## config.mk

```make
export PLATFORM = sky130hd
export DESIGN_NAME = read_alignment_span_selector_top_flat
export DESIGN_NICKNAME = d
export VERILOG_FILES = /design/src/rtl/rass_pkg.sv /design/src/rtl/rass_if.sv /design/src/rtl/rass_grade.sv /design/src/rtl/rass_select.sv /design/src/rtl/read_alignment_span_selector_top.sv /design/src/flat_wrapper.sv
export VERILOG_INCLUDE_DIRS = /design/src /design/src/rtl
export SDC_FILE = /design/constraint.sdc
export NUM_CORES = 2
export LEC_CHECK = 0
export ABC_AREA = 1
export BUFFER_PORTS_ARGS = -buffer_cell sky130_fd_sc_hd__buf_4
export CORE_MARGIN = 2
export CORE_UTILIZATION = 50
export CTS_BUF_LIST = sky130_fd_sc_hd__clkbuf_4
export CTS_CLUSTER_SIZE = 20
export DETAILED_ROUTE_END_ITERATION = 8
export PLACE_DENSITY = 0.69
export SETUP_SLACK_MARGIN = 0.2
export SYNTH_ARGS = -nofsm -noshare
export SYNTH_HDL_FRONTEND = slang
export SYNTH_SLANG_ARGS = --single-unit
```

## constraint.sdc

```tcl
create_clock -name clk -period 14.8 [get_ports clk]
set_input_delay 1.48 -clock clk [delete_from_list [all_inputs] [get_ports clk]]
set_output_delay 1.48 -clock clk [all_outputs]
set_load 0.01 [all_outputs]
```

## src/rtl/assert_macros.svh

```systemverilog
// Assertion helpers, included by rass_select.sv.
`ifndef ASSERT_MACROS_SVH
`define ASSERT_MACROS_SVH

`ifndef ASSERT_OFF
`define ASSERT_CLK(lbl, clk, rstn, prop, msg) \
  lbl: assert property (@(posedge clk) disable iff (!rstn) prop) else $error(msg);
`define ASSERT_NEXT(lbl, clk, rstn, ante, cons, msg) \
  lbl: assert property (@(posedge clk) disable iff (!rstn) (ante) |=> (cons)) else $error(msg);
`else
`define ASSERT_CLK(lbl, clk, rstn, prop, msg)
`define ASSERT_NEXT(lbl, clk, rstn, ante, cons, msg)
`endif

`endif

```

## src/rtl/rass_pkg.sv

```systemverilog
`default_nettype none
package rass_pkg;

  localparam int MAX_ALIGNS_DEF   = 64;
  localparam int COUNTER_BITS_DEF = 48;

  localparam int RES_CNT_W  = 48;
  localparam int IDX_OUT_W  = 6;
  localparam int CFG_IDX_W  = 2;
  localparam int CFG_DATA_W = 20;

  localparam logic [CFG_IDX_W-1:0] REG_THRESHOLD = 2'd0;
  localparam logic [CFG_IDX_W-1:0] REG_MEAN      = 2'd1;
  localparam logic [CFG_IDX_W-1:0] REG_DEVIATION = 2'd2;

  localparam logic [15:0] THRESHOLD_RST = 16'd5;

  localparam logic [1:0] GRADE_FULL   = 2'd0;
  localparam logic [1:0] GRADE_GAP    = 2'd1;
  localparam logic [1:0] GRADE_INC    = 2'd2;
  localparam logic [1:0] GRADE_REJECT = 2'd3;

  localparam logic [1:0] LINK_OUTGAP = 2'd0;
  localparam logic [1:0] LINK_INTGAP = 2'd1;
  localparam logic [1:0] LINK_ANCHOR = 2'd2;

  typedef struct packed {
    logic [15:0] threshold;
    logic [19:0] mean;
    logic [19:0] deviation;
  } cfg_t;

  typedef struct packed {
    logic [15:0] read_begin;
    logic [15:0] score;
    logic [1:0]  sg;
    logic [1:0]  eg;
    logic [1:0]  lt;
    logic        rej5;
    logic        rej3;
    logic        nopoint;
    logic        qual;
    logic        last;
  } graded_t;

  function automatic logic [1:0] grade_end(input logic signed [16:0] count,
                                           input logic signed [33:0] p,
                                           input logic [30:0] clen,
                                           input logic [15:0] thr);
    logic signed [34:0] p_w;
    logic signed [34:0] clen_w;
    logic signed [34:0] count_w;
    logic signed [34:0] thr_w;
    logic signed [34:0] off;
    logic signed [34:0] diff;
    logic [1:0]         g;
    p_w     = {p[33], p};
    clen_w  = {4'b0, clen};
    count_w = {{18{count[16]}}, count};
    thr_w   = {19'b0, thr};
    if (p_w < 35'sd1) begin
      off = 35'sd1 - p_w;
    end else if (p_w > clen_w) begin
      off = p_w - clen_w;
    end else begin
      off = '0;
    end
    diff = count_w - off;
    if (count == 17'sd0) begin
      g = GRADE_FULL;
    end else if (off != '0 && diff < thr_w) begin
      g = GRADE_GAP;
    end else if (count_w < thr_w) begin
      g = GRADE_INC;
    end else begin
      g = GRADE_REJECT;
    end
    return g;
  endfunction

endpackage
`default_nettype wire

```

## src/rtl/rass_if.sv

```systemverilog
`default_nettype none
interface rass_in_if;
  logic        valid;
  logic        ready;
  logic [15:0] read_begin;
  logic [15:0] read_end;
  logic [15:0] read_length;
  logic [30:0] contig_begin;
  logic [30:0] contig_end;
  logic [30:0] contig_length;
  logic        reverse_strand;
  logic [15:0] align_score;
  logic        last_of_read;

  modport source (
    output valid, read_begin, read_end, read_length, contig_begin, contig_end,
           contig_length, reverse_strand, align_score, last_of_read,
    input  ready
  );
  modport sink (
    input  valid, read_begin, read_end, read_length, contig_begin, contig_end,
           contig_length, reverse_strand, align_score, last_of_read,
    output ready
  );
endinterface

interface rass_out_if;
  logic        valid;
  logic        ready;
  logic        found;
  logic [5:0]  best_index;
  logic [1:0]  start_grade;
  logic [1:0]  end_grade;
  logic [1:0]  link_type;
  logic [47:0] five_prime_rejects;
  logic [47:0] three_prime_rejects;
  logic [47:0] uninformative_rejects;

  modport source (
    output valid, found, best_index, start_grade, end_grade, link_type,
           five_prime_rejects, three_prime_rejects, uninformative_rejects,
    input  ready
  );
  modport sink (
    input  valid, found, best_index, start_grade, end_grade, link_type,
           five_prime_rejects, three_prime_rejects, uninformative_rejects,
    output ready
  );
endinterface
`default_nettype wire

```

## src/rtl/rass_grade.sv

```systemverilog
`default_nettype none
module rass_grade (
  input  logic               clk,
  input  logic               rst_n,
  input  rass_pkg::cfg_t     cfg,
  rass_in_if.sink            in_ch,
  output logic               b_valid,
  output rass_pkg::graded_t  b_item,
  input  logic               b_ready
);

  logic        a_valid_r;
  logic [15:0] a_rb_r;
  logic [15:0] a_re_r;
  logic [15:0] a_rlen_r;
  logic [30:0] a_cb_r;
  logic [30:0] a_ce_r;
  logic [30:0] a_clen_r;
  logic        a_minus_r;
  logic [15:0] a_score_r;
  logic        a_last_r;

  logic              b_valid_r;
  rass_pkg::graded_t b_item_r;
  rass_pkg::graded_t b_item_nxt;

  logic a_free;
  logic b_free;

  logic signed [33:0] pstart;
  logic signed [33:0] pend;
  logic signed [16:0] tail;
  logic signed [33:0] tail_w;
  logic signed [33:0] clen_w;
  logic [22:0]        reach;
  logic signed [33:0] dist_w;
  logic [1:0]         sg;
  logic [1:0]         eg;
  logic               point;
  logic               rej5;
  logic               rej3;

  assign b_free      = !b_valid_r || b_ready;
  assign a_free      = !a_valid_r || b_free;
  assign in_ch.ready = a_free;

  always_comb begin
    tail   = {1'b0, a_rlen_r} - {1'b0, a_re_r};
    tail_w = {{17{tail[16]}}, tail};
    clen_w = {3'b0, a_clen_r};
    if (a_minus_r) begin
      pstart = {3'b0, a_ce_r} + {18'b0, a_rb_r};
      pend   = {3'b0, a_cb_r} + 34'sd1 - tail_w;
    end else begin
      pstart = {3'b0, a_cb_r} + 34'sd1 - {18'b0, a_rb_r};
      pend   = {3'b0, a_ce_r} + tail_w;
    end
    sg     = rass_pkg::grade_end({1'b0, a_rb_r}, pstart, a_clen_r, cfg.threshold);
    eg     = rass_pkg::grade_end(tail, pend, a_clen_r, cfg.threshold);
    reach  = {3'b0, cfg.mean} + {3'b0, cfg.deviation} + {2'b0, cfg.deviation, 1'b0};
    dist_w = {11'b0, reach};
    point  = a_minus_r ? (pstart < dist_w) : (pstart > clen_w - dist_w);
    rej5   = (sg == rass_pkg::GRADE_REJECT);
    rej3   = !rej5 && (eg == rass_pkg::GRADE_REJECT);

    b_item_nxt.read_begin = a_rb_r;
    b_item_nxt.score      = a_score_r;
    b_item_nxt.sg         = sg;
    b_item_nxt.eg         = eg;
    if (sg == rass_pkg::GRADE_GAP) begin
      b_item_nxt.lt = rass_pkg::LINK_OUTGAP;
    end else if (eg == rass_pkg::GRADE_GAP) begin
      b_item_nxt.lt = rass_pkg::LINK_INTGAP;
    end else begin
      b_item_nxt.lt = rass_pkg::LINK_ANCHOR;
    end
    b_item_nxt.rej5    = rej5;
    b_item_nxt.rej3    = rej3;
    b_item_nxt.nopoint = !rej5 && !rej3 && !point;
    b_item_nxt.qual    = !rej5 && !rej3 && point;
    b_item_nxt.last    = a_last_r;
  end

  always_ff @(posedge clk) begin
    if (!rst_n) begin
      a_valid_r <= 1'b0;
      b_valid_r <= 1'b0;
    end else begin
      if (a_free) begin
        a_valid_r <= in_ch.valid;
      end
      if (b_free) begin
        b_valid_r <= a_valid_r;
      end
    end
  end

  always_ff @(posedge clk) begin
    if (a_free && in_ch.valid) begin
      a_rb_r    <= in_ch.read_begin;
      a_re_r    <= in_ch.read_end;
      a_rlen_r  <= in_ch.read_length;
      a_cb_r    <= in_ch.contig_begin;
      a_ce_r    <= in_ch.contig_end;
      a_clen_r  <= in_ch.contig_length;
      a_minus_r <= in_ch.reverse_strand;
      a_score_r <= in_ch.align_score;
      a_last_r  <= in_ch.last_of_read;
    end
    if (b_free && a_valid_r) begin
      b_item_r <= b_item_nxt;
    end
  end

  assign b_valid = b_valid_r;
  assign b_item  = b_item_r;

endmodule
`default_nettype wire

```

## src/rtl/rass_select.sv

```systemverilog
`default_nettype none
`include "assert_macros.svh"
module rass_select #(
  parameter int MAX_ALIGNS = rass_pkg::MAX_ALIGNS_DEF,
  parameter int CNT_W      = rass_pkg::COUNTER_BITS_DEF
) (
  input  logic              clk,
  input  logic              rst_n,
  input  logic              b_valid,
  input  rass_pkg::graded_t b_item,
  output logic              b_ready,
  rass_out_if.source        out_ch
);

  localparam int IDX_W = $clog2(MAX_ALIGNS);
  localparam logic [IDX_W-1:0] POS_LAST = IDX_W'(MAX_ALIGNS - 1);
  localparam logic [CNT_W-1:0] CNT_MAX  = '1;

  logic             have_best_r;
  logic [15:0]      best_rb_r;
  logic [15:0]      best_score_r;
  logic [IDX_W-1:0] best_pos_r;
  logic [5:0]       best_grades_r;
  logic [IDX_W-1:0] item_cnt_r;
  logic [CNT_W-1:0] cnt5_r;
  logic [CNT_W-1:0] cnt3_r;
  logic [CNT_W-1:0] cntu_r;

  logic             have_best_nxt;
  logic [15:0]      best_rb_nxt;
  logic [15:0]      best_score_nxt;
  logic [IDX_W-1:0] best_pos_nxt;
  logic [5:0]       best_grades_nxt;
  logic [CNT_W-1:0] cnt5_nxt;
  logic [CNT_W-1:0] cnt3_nxt;
  logic [CNT_W-1:0] cntu_nxt;

  logic        out_valid_r;
  logic        out_found_r;
  logic [5:0]  out_idx_r;
  logic [1:0]  out_sg_r;
  logic [1:0]  out_eg_r;
  logic [1:0]  out_lt_r;
  logic [47:0] out_c5_r;
  logic [47:0] out_c3_r;
  logic [47:0] out_cu_r;

  logic [47:0] c5_o;
  logic [47:0] c3_o;
  logic [47:0] cu_o;
  logic [5:0]  pos_o;

  logic       out_free;
  logic       b_go;
  logic       wins;
  logic       take;
  logic       bumpu;
  logic [2:0] bump_vec;

  assign out_free = !out_valid_r || out_ch.ready;
  assign b_ready  = !b_valid || !b_item.last || out_free;
  assign b_go     = b_valid && b_ready;

  always_comb begin
    wins  = !have_best_r || (b_item.read_begin < best_rb_r) ||
            (b_item.read_begin == best_rb_r && b_item.score > best_score_r);
    take  = b_item.qual && wins;
    bumpu = b_item.nopoint || (b_item.qual && have_best_r);
    bump_vec = {b_item.rej5, b_item.rej3, bumpu};

    have_best_nxt   = have_best_r || take;
    best_rb_nxt     = take ? b_item.read_begin : best_rb_r;
    best_score_nxt  = take ? b_item.score : best_score_r;
    best_pos_nxt    = take ? item_cnt_r : best_pos_r;
    best_grades_nxt = take ? {b_item.lt, b_item.eg, b_item.sg} : best_grades_r;

    cnt5_nxt = (b_item.rej5 && cnt5_r != CNT_MAX) ? cnt5_r + CNT_W'(1) : cnt5_r;
    cnt3_nxt = (b_item.rej3 && cnt3_r != CNT_MAX) ? cnt3_r + CNT_W'(1) : cnt3_r;
    cntu_nxt = (bumpu && cntu_r != CNT_MAX) ? cntu_r + CNT_W'(1) : cntu_r;
  end

  generate
    if (CNT_W >= rass_pkg::RES_CNT_W) begin : g_cnt_trunc
      assign c5_o = cnt5_nxt[rass_pkg::RES_CNT_W-1:0];
      assign c3_o = cnt3_nxt[rass_pkg::RES_CNT_W-1:0];
      assign cu_o = cntu_nxt[rass_pkg::RES_CNT_W-1:0];
    end else begin : g_cnt_ext
      assign c5_o = {{(rass_pkg::RES_CNT_W-CNT_W){1'b0}}, cnt5_nxt};
      assign c3_o = {{(rass_pkg::RES_CNT_W-CNT_W){1'b0}}, cnt3_nxt};
      assign cu_o = {{(rass_pkg::RES_CNT_W-CNT_W){1'b0}}, cntu_nxt};
    end
    if (IDX_W >= rass_pkg::IDX_OUT_W) begin : g_pos_trunc
      assign pos_o = best_pos_nxt[rass_pkg::IDX_OUT_W-1:0];
    end else begin : g_pos_ext
      assign pos_o = {{(rass_pkg::IDX_OUT_W-IDX_W){1'b0}}, best_pos_nxt};
    end
  endgenerate

  always_ff @(posedge clk) begin
    if (!rst_n) begin
      have_best_r <= 1'b0;
      item_cnt_r  <= '0;
      cnt5_r      <= '0;
      cnt3_r      <= '0;
      cntu_r      <= '0;
      out_valid_r <= 1'b0;
    end else begin
      if (b_go) begin
        cnt5_r <= cnt5_nxt;
        cnt3_r <= cnt3_nxt;
        cntu_r <= cntu_nxt;
        if (b_item.last) begin
          have_best_r <= 1'b0;
          item_cnt_r  <= '0;
        end else begin
          have_best_r <= have_best_nxt;
          if (item_cnt_r < POS_LAST) begin
            item_cnt_r <= item_cnt_r + IDX_W'(1);
          end
        end
      end
      if (b_go && b_item.last) begin
        out_valid_r <= 1'b1;
      end else if (out_ch.ready) begin
        out_valid_r <= 1'b0;
      end
    end
  end

  always_ff @(posedge clk) begin
    if (b_go && !b_item.last) begin
      best_rb_r     <= best_rb_nxt;
      best_score_r  <= best_score_nxt;
      best_pos_r    <= best_pos_nxt;
      best_grades_r <= best_grades_nxt;
    end
    if (b_go && b_item.last) begin
      out_found_r <= have_best_nxt;
      out_idx_r   <= have_best_nxt ? pos_o : '0;
      out_sg_r    <= have_best_nxt ? best_grades_nxt[1:0] : rass_pkg::GRADE_FULL;
      out_eg_r    <= have_best_nxt ? best_grades_nxt[3:2] : rass_pkg::GRADE_FULL;
      out_lt_r    <= have_best_nxt ? best_grades_nxt[5:4] : rass_pkg::LINK_OUTGAP;
      out_c5_r    <= c5_o;
      out_c3_r    <= c3_o;
      out_cu_r    <= cu_o;
    end
  end

  assign out_ch.valid                 = out_valid_r;
  assign out_ch.found                 = out_found_r;
  assign out_ch.best_index            = out_idx_r;
  assign out_ch.start_grade           = out_sg_r;
  assign out_ch.end_grade             = out_eg_r;
  assign out_ch.link_type             = out_lt_r;
  assign out_ch.five_prime_rejects    = out_c5_r;
  assign out_ch.three_prime_rejects   = out_c3_r;
  assign out_ch.uninformative_rejects = out_cu_r;

  `ASSERT_NEXT(a_res_after_last, clk, rst_n, b_go && b_item.last, out_valid_r, "no result after last item")
  `ASSERT_NEXT(a_pos_clear, clk, rst_n, b_go && b_item.last, item_cnt_r == '0, "position not cleared")
  `ASSERT_CLK(a_one_bump, clk, rst_n, b_go |-> $countones(bump_vec) <= 1, "two counters bumped")
  `ASSERT_CLK(a_cnt_mono, clk, rst_n, $past(rst_n) |-> cntu_r >= $past(cntu_r), "counter went down")
  `ASSERT_CLK(a_empty_res, clk, rst_n, (out_valid_r && !out_found_r) |-> (out_idx_r == '0 && out_lt_r == rass_pkg::LINK_OUTGAP), "empty result not zeroed")

endmodule
`default_nettype wire

```

## src/rtl/read_alignment_span_selector_top.sv

```systemverilog
// The result of a last_of_read item passes grade stages A and B, then the result register.
// Throughput: one item per cycle while not stalled; running best and counters update per item.
// A held result stalls only the next last_of_read item; other items keep flowing
// until the two pipeline registers fill.
// Reset: synchronous, active low; clears pipeline valids, running best, item position,
// reject counters, and sets unaligned_threshold to 5, insert mean and deviation to 0.
`default_nettype none
module read_alignment_span_selector_top #(
  parameter int MAX_ALIGNS_PER_READ = rass_pkg::MAX_ALIGNS_DEF,
  parameter int COUNTER_BITS        = rass_pkg::COUNTER_BITS_DEF
) (
  input  logic                            clk,
  input  logic                            rst_n,
  input  logic                            cfg_we,
  input  logic [rass_pkg::CFG_IDX_W-1:0]  cfg_index,
  input  logic [rass_pkg::CFG_DATA_W-1:0] cfg_wdata,
  rass_in_if.sink                         in_ch,
  rass_out_if.source                      out_ch
);

  rass_pkg::cfg_t    cfg_r;
  logic              b_valid;
  logic              b_ready;
  rass_pkg::graded_t b_item;

  always_ff @(posedge clk) begin
    if (!rst_n) begin
      cfg_r.threshold <= rass_pkg::THRESHOLD_RST;
      cfg_r.mean      <= '0;
      cfg_r.deviation <= '0;
    end else if (cfg_we) begin
      case (cfg_index)
        rass_pkg::REG_THRESHOLD: cfg_r.threshold <= cfg_wdata[15:0];
        rass_pkg::REG_MEAN:      cfg_r.mean      <= cfg_wdata;
        rass_pkg::REG_DEVIATION: cfg_r.deviation <= cfg_wdata;
        default: ;
      endcase
    end
  end

  rass_grade u_grade (
    .clk     (clk),
    .rst_n   (rst_n),
    .cfg     (cfg_r),
    .in_ch   (in_ch),
    .b_valid (b_valid),
    .b_item  (b_item),
    .b_ready (b_ready)
  );

  rass_select #(
    .MAX_ALIGNS (MAX_ALIGNS_PER_READ),
    .CNT_W      (COUNTER_BITS)
  ) u_select (
    .clk     (clk),
    .rst_n   (rst_n),
    .b_valid (b_valid),
    .b_item  (b_item),
    .b_ready (b_ready),
    .out_ch  (out_ch)
  );

endmodule
`default_nettype wire

```

## src/flat_wrapper.sv

```systemverilog
// flat-port wrapper written by rule: the top's interface ports become plain ports
module read_alignment_span_selector_top_flat 
#(
  parameter int MAX_ALIGNS_PER_READ = rass_pkg::MAX_ALIGNS_DEF,
  parameter int COUNTER_BITS        = rass_pkg::COUNTER_BITS_DEF
)
  (clk, rst_n, cfg_we, cfg_index, cfg_wdata, in_ch_valid, in_ch_read_begin, in_ch_read_end, in_ch_read_length, in_ch_contig_begin, in_ch_contig_end, in_ch_contig_length, in_ch_reverse_strand, in_ch_align_score, in_ch_last_of_read, in_ch_ready, out_ch_valid, out_ch_found, out_ch_best_index, out_ch_start_grade, out_ch_end_grade, out_ch_link_type, out_ch_five_prime_rejects, out_ch_three_prime_rejects, out_ch_uninformative_rejects, out_ch_ready);
  rass_in_if in_ch_i ();
  rass_out_if out_ch_i ();
  input  logic clk;
  input  logic rst_n;
  input  logic cfg_we;
  input  logic [rass_pkg::CFG_IDX_W-1:0] cfg_index;
  input  logic [rass_pkg::CFG_DATA_W-1:0] cfg_wdata;
  input wire logic [$bits(in_ch_i.valid)-1:0] in_ch_valid;
  input wire logic [$bits(in_ch_i.read_begin)-1:0] in_ch_read_begin;
  input wire logic [$bits(in_ch_i.read_end)-1:0] in_ch_read_end;
  input wire logic [$bits(in_ch_i.read_length)-1:0] in_ch_read_length;
  input wire logic [$bits(in_ch_i.contig_begin)-1:0] in_ch_contig_begin;
  input wire logic [$bits(in_ch_i.contig_end)-1:0] in_ch_contig_end;
  input wire logic [$bits(in_ch_i.contig_length)-1:0] in_ch_contig_length;
  input wire logic [$bits(in_ch_i.reverse_strand)-1:0] in_ch_reverse_strand;
  input wire logic [$bits(in_ch_i.align_score)-1:0] in_ch_align_score;
  input wire logic [$bits(in_ch_i.last_of_read)-1:0] in_ch_last_of_read;
  output wire logic [$bits(in_ch_i.ready)-1:0] in_ch_ready;
  output wire logic [$bits(out_ch_i.valid)-1:0] out_ch_valid;
  output wire logic [$bits(out_ch_i.found)-1:0] out_ch_found;
  output wire logic [$bits(out_ch_i.best_index)-1:0] out_ch_best_index;
  output wire logic [$bits(out_ch_i.start_grade)-1:0] out_ch_start_grade;
  output wire logic [$bits(out_ch_i.end_grade)-1:0] out_ch_end_grade;
  output wire logic [$bits(out_ch_i.link_type)-1:0] out_ch_link_type;
  output wire logic [$bits(out_ch_i.five_prime_rejects)-1:0] out_ch_five_prime_rejects;
  output wire logic [$bits(out_ch_i.three_prime_rejects)-1:0] out_ch_three_prime_rejects;
  output wire logic [$bits(out_ch_i.uninformative_rejects)-1:0] out_ch_uninformative_rejects;
  input wire logic [$bits(out_ch_i.ready)-1:0] out_ch_ready;
  assign in_ch_i.valid = in_ch_valid;
  assign in_ch_i.read_begin = in_ch_read_begin;
  assign in_ch_i.read_end = in_ch_read_end;
  assign in_ch_i.read_length = in_ch_read_length;
  assign in_ch_i.contig_begin = in_ch_contig_begin;
  assign in_ch_i.contig_end = in_ch_contig_end;
  assign in_ch_i.contig_length = in_ch_contig_length;
  assign in_ch_i.reverse_strand = in_ch_reverse_strand;
  assign in_ch_i.align_score = in_ch_align_score;
  assign in_ch_i.last_of_read = in_ch_last_of_read;
  assign in_ch_ready = in_ch_i.ready;
  assign out_ch_valid = out_ch_i.valid;
  assign out_ch_found = out_ch_i.found;
  assign out_ch_best_index = out_ch_i.best_index;
  assign out_ch_start_grade = out_ch_i.start_grade;
  assign out_ch_end_grade = out_ch_i.end_grade;
  assign out_ch_link_type = out_ch_i.link_type;
  assign out_ch_five_prime_rejects = out_ch_i.five_prime_rejects;
  assign out_ch_three_prime_rejects = out_ch_i.three_prime_rejects;
  assign out_ch_uninformative_rejects = out_ch_i.uninformative_rejects;
  assign out_ch_i.ready = out_ch_ready;
  read_alignment_span_selector_top #(.MAX_ALIGNS_PER_READ(MAX_ALIGNS_PER_READ), .COUNTER_BITS(COUNTER_BITS)) u_core (.clk(clk), .rst_n(rst_n), .cfg_we(cfg_we), .cfg_index(cfg_index), .cfg_wdata(cfg_wdata), .in_ch(in_ch_i), .out_ch(out_ch_i));
endmodule
```

## Word-level counts from Yosys, hierarchy flattened

Cells that the tools add are included.

- Output and inout bits: 159
- Register bits after elaboration: 613
- Logic and storage cells: 154
- Bits of input ports: 186

- Reduce and logical (&&, ||, !) cells: 46
- Mux-type cells: 24
- Equality and inequality tests: 10
- Add/sub/neg operators: 19
- Magnitude comparators: 13

Operator list:

| operator | count |
|---|---|
| $add A48 B1 Y48 const B | 3 |
| $mux W48 | 3 |
| $ne A48 B48 Y1 const B | 3 |
| $mux W35 | 4 |
| $gt A34 B32 Y1 | 3 |
| $lt A35 B17 Y1 | 2 |
| $reduce_bool A35 Y1 | 2 |
| $sub A17 B35 Y35 | 2 |
| $sub A2 B34 Y35 const A | 2 |
| $sub A34 B32 Y35 | 2 |
| $lt A34 B2 Y1 const B | 2 |
| $mux W34 | 2 |
| $lt A34 B23 Y1 | 1 |
| $sub A33 B17 Y34 | 1 |
| $add A32 B17 Y33 | 1 |
| $sub A32 B16 Y33 | 1 |
| $add A31 B1 Y32 const B | 1 |
| $add A31 B16 Y32 | 1 |
| $lt A16 B16 Y1 | 2 |
| $sub A31 B22 Y32 | 1 |
| $mux W6 | 4 |
| $add A21 B21 Y22 | 1 |
| $add A20 B20 Y21 | 1 |
| $logic_and A1 B1 Y1 | 17 |
| 17 further kinds | 50 |

## Logic depth before layout (Yosys ltp)

- Depth after elaboration: 17
- Mapped depth: 72

## By module

Synthesis repeated with hierarchy kept, for this count alone.

- Cells, all modules: 6978
- Area total of the unflattened synthesis: 49650.1 um^2

By module, submodules not included:

| module | cells each | area each (um^2) | instances |
|---|---|---|---|
| rass_grade | 4042 | 28112.0 | 1 |
| rass_select | 2577 | 19214.7 | 1 |
| read_alignment_span_selector_top | 359 | 2323.5 | 1 |

## Least setup slack after synthesis

OpenSTA, ideal clock, no wires.

- Path type: flip-flop to flip-flop
- Start: reg u_core.u_grade.a_rlen_r[9]
- End: reg u_core.u_grade.b_item_r (netlist bit u_core.u_grade.b_item[6]) (data pin)
- Cell stages (with the launch flop): 66
- Setup slack: 4905 ps
- Arrival: 9645 ps
- Cell sequence: edfxtp_1 > ha_1 > nand2_1 > inv_1 > a21oi_1 > nand3_1 > a21boi_1 > o21ai_1 > nand2_1 > nand2_1 > a21oi_2 > inv_2 > ha_1 > a21oi_1 > inv_1 > a21oi_1 > inv_1 > a21oi_1 > [30 not listed] > o21a_1 > o21a_1 > o21a_1 > o21a_1 > nor2_1 > o221ai_1 > a21oi_1 > nand2_1 > nor2_1 > nand2_1 > nor2_1 > nand2_1 > nor2_1 > nand2_1 > nand2_2 > nand3_1 > nand2_1 > inv_1

- Longest elaborated chain between the ends: 13
- Elaborated cells between the ends (all ways): 21
- Those cells by class: add/sub: 6; order compare: 4; eq/ne: 1; mux: 7; reduce/logical: 3

RTL lines:

| item | RTL line | source |
|---|---|---|
| start, declared | rass_grade.sv:15 | `logic [15:0] a_rlen_r;` |
| start signal, assigned | rass_grade.sv:102 | `a_rlen_r <= in_ch.read_length;` |
| $sub A16 B16 Y17 * | rass_grade.sv:48 | `tail = {1'b0, a_rlen_r} - {1'b0, a_re_r};` |
| $sub A33 B17 Y34 / $add A32 B17 Y33 (equally long branches) | rass_grade.sv:53, rass_grade.sv:56 |  |
| $mux W34 | rass_grade.sv:51 | `if (a_minus_r) begin` |
| $sub A34 B32 Y35 / $gt A34 B32 Y1 (equally long branches) | rass_pkg.sv:64, rass_pkg.sv:63 |  |
| $mux W35 | rass_pkg.sv:63 | `end else if (p_w > clen_w) begin` |
| $mux W35 | rass_pkg.sv:61 | `if (p_w < 35'sd1) begin` |
| $sub A17 B35 Y35 | rass_pkg.sv:68 | `diff = count_w - off;` |
| $lt A35 B17 Y1 | rass_pkg.sv:71 | `end else if (off != '0 && diff < thr_w) begin` |
| $logic_and A1 B1 Y1 | rass_pkg.sv:71 |  |
| $mux W2 | rass_pkg.sv:71 |  |
| $mux W2 * | rass_pkg.sv:69 | `if (count == 17'sd0) begin` |
| $eq A2 B1 Y1 * | rass_grade.sv:72 | `end else if (eg == rass_pkg::GRADE_GAP) begin` |
| $mux W2 * | rass_grade.sv:72 |  |
| end signal, assigned | rass_grade.sv:111 | `b_item_r <= b_item_nxt;` |
| end, declared | rass_grade.sv:24 | `rass_pkg::graded_t b_item_r;` |

Every way passes the cells marked *; elsewhere a longest branch is shown, timed or not.
A chain may end at the register's enable or synchronous reset.

## Worst setup path after layout

Ends and elaborated chain as after synthesis.

==> impl_metrics.py <==
metrics = {
    "timing": {
        "tns_ps": 0,
        "tightest_slew_ps": 1220,
        "max_freq_ghz": 0.0839,
        "relSlewSlack": 0.181,
        "skew_ps": 81.7,
        "period_minus_slack_ps": 11910,
        "period_share": 0.805,
        "setup_viol": 0,
        "whs_ps": 399,
        "setup_slack_ps": 2890,
        "rsz0062_at_grt": "false",
        "hold_viol": 0,
        "slew_viol_final": 0,
    },
    "setup_path": {
        "cpMaxStageDelayCell": "xor2_1",
        "worstPathRequired_ps": 15620,
        "cp-startpoint": "u_core.u_grade.a_rlen_r[9]",
        "start_kind": "flop",
        "path_buf_inv": 9,
        "crit_path_max_incr_delay_ps": 700,
        "worst_ep_arrival_time_ps": 12730,
        "path_delay_family": "simple AND/OR/NAND/NOR gates",
        "worst-r2r-setup-slack_ps": 2890,
        "crit_path_end_kind": "flop",
        "cp_max_fo": 18,
        "r2r_cells": 63,
        "reg2reg_to": "u_core.u_grade.b_item[6]",
        "critPathKind": "reg2reg",
        "cp-endpoint": "u_core.u_grade.b_item[6]",
        "crit_top_cell": "nand2_1",
        "r2r-start": "u_core.u_grade.a_rlen_r[9]",
        "cp.depth": 63,
    },
    "clock_network": {
        "clock_latency_ps": 1090,
        "h-tree-depth": 4,
        "clkTransAtPathRegs_ps": 60,
        "cts_root_buf": "clkbuf_4",
        "postCtsSetupBuffers": 0,
        "ctsResizeCount": 0,
        "cts.sinks": 613,
        "cts_tree": "yes",
        "hold_buffers": 0,
        "cts_inserted_buffers": 160,
        "clockBufferDepth": 3,
    },
    "yosys": {
        "yosysTopAreaCell": "edfxtp_1",
        "synth_flop_cell": "edfxtp_1",
        "ys_warn_count": 0,
        "synth_edf_count": 403,
        "yosys.area.top_type_share": 0.261,
        "syn_area_per_cell_um2": 7.58,
        "syn_inst": 6123,
        "synth_seq_cells": 613,
        "syn_area_um2": 46400,
        "synth-seq-area-share": 0.351,
        "syn_nets": 6747,
        "netlist-cell-type-count": 69,
        "synth_area_leaders": "edfxtp_1 26%, ha_1 11%, dfxtp_1 9.1%",
        "synthArstFlopShare": 0,
    },
    "layout": {
        "drive_gt1_frac": 0.123,
        "layout.nets": 7184,
        "final_area_um2": 52600,
        "syn2layout_area_growth_pct": 13.3,
    },
    "placed_design": {
        "dp_hpwl_um": 114000,
        "dp_slack_ps": 3240,
        "place.port_buffers": 344,
        "placed_area_um2": 50400,
        "place_congestion": 0.990,
    },
    "global_route": {
        "grtUsageTotal": 0.297,
        "grt_start_max_net_pins": 142,
        "grt_pass1_vias": 40000,
        "grt_pass1_wl_um": 220000,
        "gr-total-overflow": 0,
        "antenna_found_initial": 5,
    },
    "floorplan": {
        "dieArea_um2": 95200,
        "rows": 111,
        "die_h_um": 309,
        "initial_core_util": 0.505,
        "io_pins": 345,
        "coreArea_um2": 91800,
        "die_w_um": 309,
    },
    "drt": {
        "drt-total-wl_um": 144000,
        "drt_iter0_markers": 3519,
        "vias_per_cell": 5.38,
        "route.detailed.drc": 0,
        "final_antenna_net_count": 0,
        "dr.pass1.iters": 8,
        "routedWlPerCell_um": 18.1,
        "vias": 42700,
    },
    "power": {
        "cellPowerDensity_nw_per_um2": 119,
        "p_leak_uw": 0.0252,
        "max-vdd-ir-drop_uv": 78.1,
    },
    "outcome": {
        "status": "completed",
    },
    "flow_run": {
        "max_cap_viol_count": 0,
    },
    "worst_hold_path": {
        "hp-class": "reg2reg",
        "worstHoldStart": "u_core.u_grade.b_item[13]",
    },
}
[cell usage in the layout, fill, tap and decap left out, types with 210 or more instances in the layout]
master / count
nand2_1: 1092
inv_1: 1012
nor2_1: 601
a21oi_1: 484
ha_1: 408
edfxtp_1: 403
o21ai_0: 393
buf_4: 371
nand3_1: 351
xor2_1: 262
clkbuf_4: 247
dfxtp_1: 210
[flip-flops by register name (all words and copies together), names as in the netlist, 31 cells and up]
name	cells
u_core.u_grade.b_item	43
u_core.u_grade.a_clen_r	31
u_core.u_select.cnt3_r	48
u_core.u_grade.a_ce_r	31
u_core.u_select.cntu_r	48
u_core.cfg_r	56
u_core.u_select.out_ch.five_prime_rejects	48
u_core.u_select.cnt5_r	48
u_core.u_select.out_ch.three_prime_rejects	48
u_core.u_grade.a_cb_r	31
u_core.u_select.out_ch.uninformative_rejects	48
[cells in the mapped netlist (15+ instances only)]
cell type and instances:
nor3_1 129, nand3_2 28, xnor2_1 58, nand3_1 351
ha_1 408, dfxtp_1 210, inv_2 20, o21ai_0 393
nand4_1 116, a21o_1 20, nor2_2 17, a21oi_1 484
a211oi_1 17, clkbuf_1 77, o21bai_1 24, edfxtp_1 403
a31oi_1 15, nor4_1 58, nand3b_1 16, inv_1 1015
o21ai_1 31, xor2_1 262, fa_1 30, nand2_1 1092
nor2_1 604, nand2_2 52
[where the power goes]
| part | internal, uW | switching [uW] | total, uW |
|---|---|---|---|
| Clock | 837 | 737 | 1570 |
| Sequential | 1900 | 58.1 | 1960 |
| Combinational | 936 | 1760 | 2690 |
| Total | 3680 | 2550 | 6230 |
[worst min path at each step]
stage	end	slack [ps]	cells after the start
final	u_core.u_select.best_score_r[2]	400	0
after global routing	u_core.u_select.best_score_r[2]	420	0
after CTS	u_core.u_select.best_score_r[2]	400	0
after detailed placement	u_core.u_grade.b_item[0]	400	0
after global placement	u_core.u_grade.b_item[17]	400	0
after floorplan	u_core.u_grade.b_item[0]	400	0
[per-stage QoR]
| step | total power (uW) | utilization | instances |
|---|---|---|---|
| after floorplan | 3920 | - | 6123 |
| after global placement | 4600 | 0.549 | 7641 |
| after detailed placement | 4620 | 0.549 | 7641 |
| after CTS | 6230 | 0.572 | 7930 |
| after global routing | 6680 | 0.573 | 7937 |
| final | 6230 | 0.573 | 7937 |
[per-layer routing]
layer,up-vias,share of wire,global-route usage,routed length [um]
li1,21400,-,-,-
met1,19500,0.42,0.376,60600
met2,1464,0.47,0.498,66900
met3,294,0.061,0.0408,8810
met4,2,0.050,0.149,7110
met5,-,0.000091,0,13
[final cells by class]
cell class	count	area, um2
diodes	7	17.5
clock buffers	247	1850
clock inverters	42	332
fillers	8696	39200
inverters	1039	3910
multi-input cells	4375	25800
flip-flops and latches	613	16300
well taps	1243	1560
repair buffers	371	2790
[cells by family after synthesis]
family / Yosys count / synth area share
AO/OA/AOI/OAI: 1082 / 0.127
XOR/XNOR: 321 / 0.0608
adder cells (fa/ha/maj): 438 / 0.123
buffers and inverters: 1135 / 0.0930
flip-flops: 613 / 0.351
AND/OR/NAND/NOR: 2534 / 0.245
No activity file was read; power rests on OpenSTA's default activity.
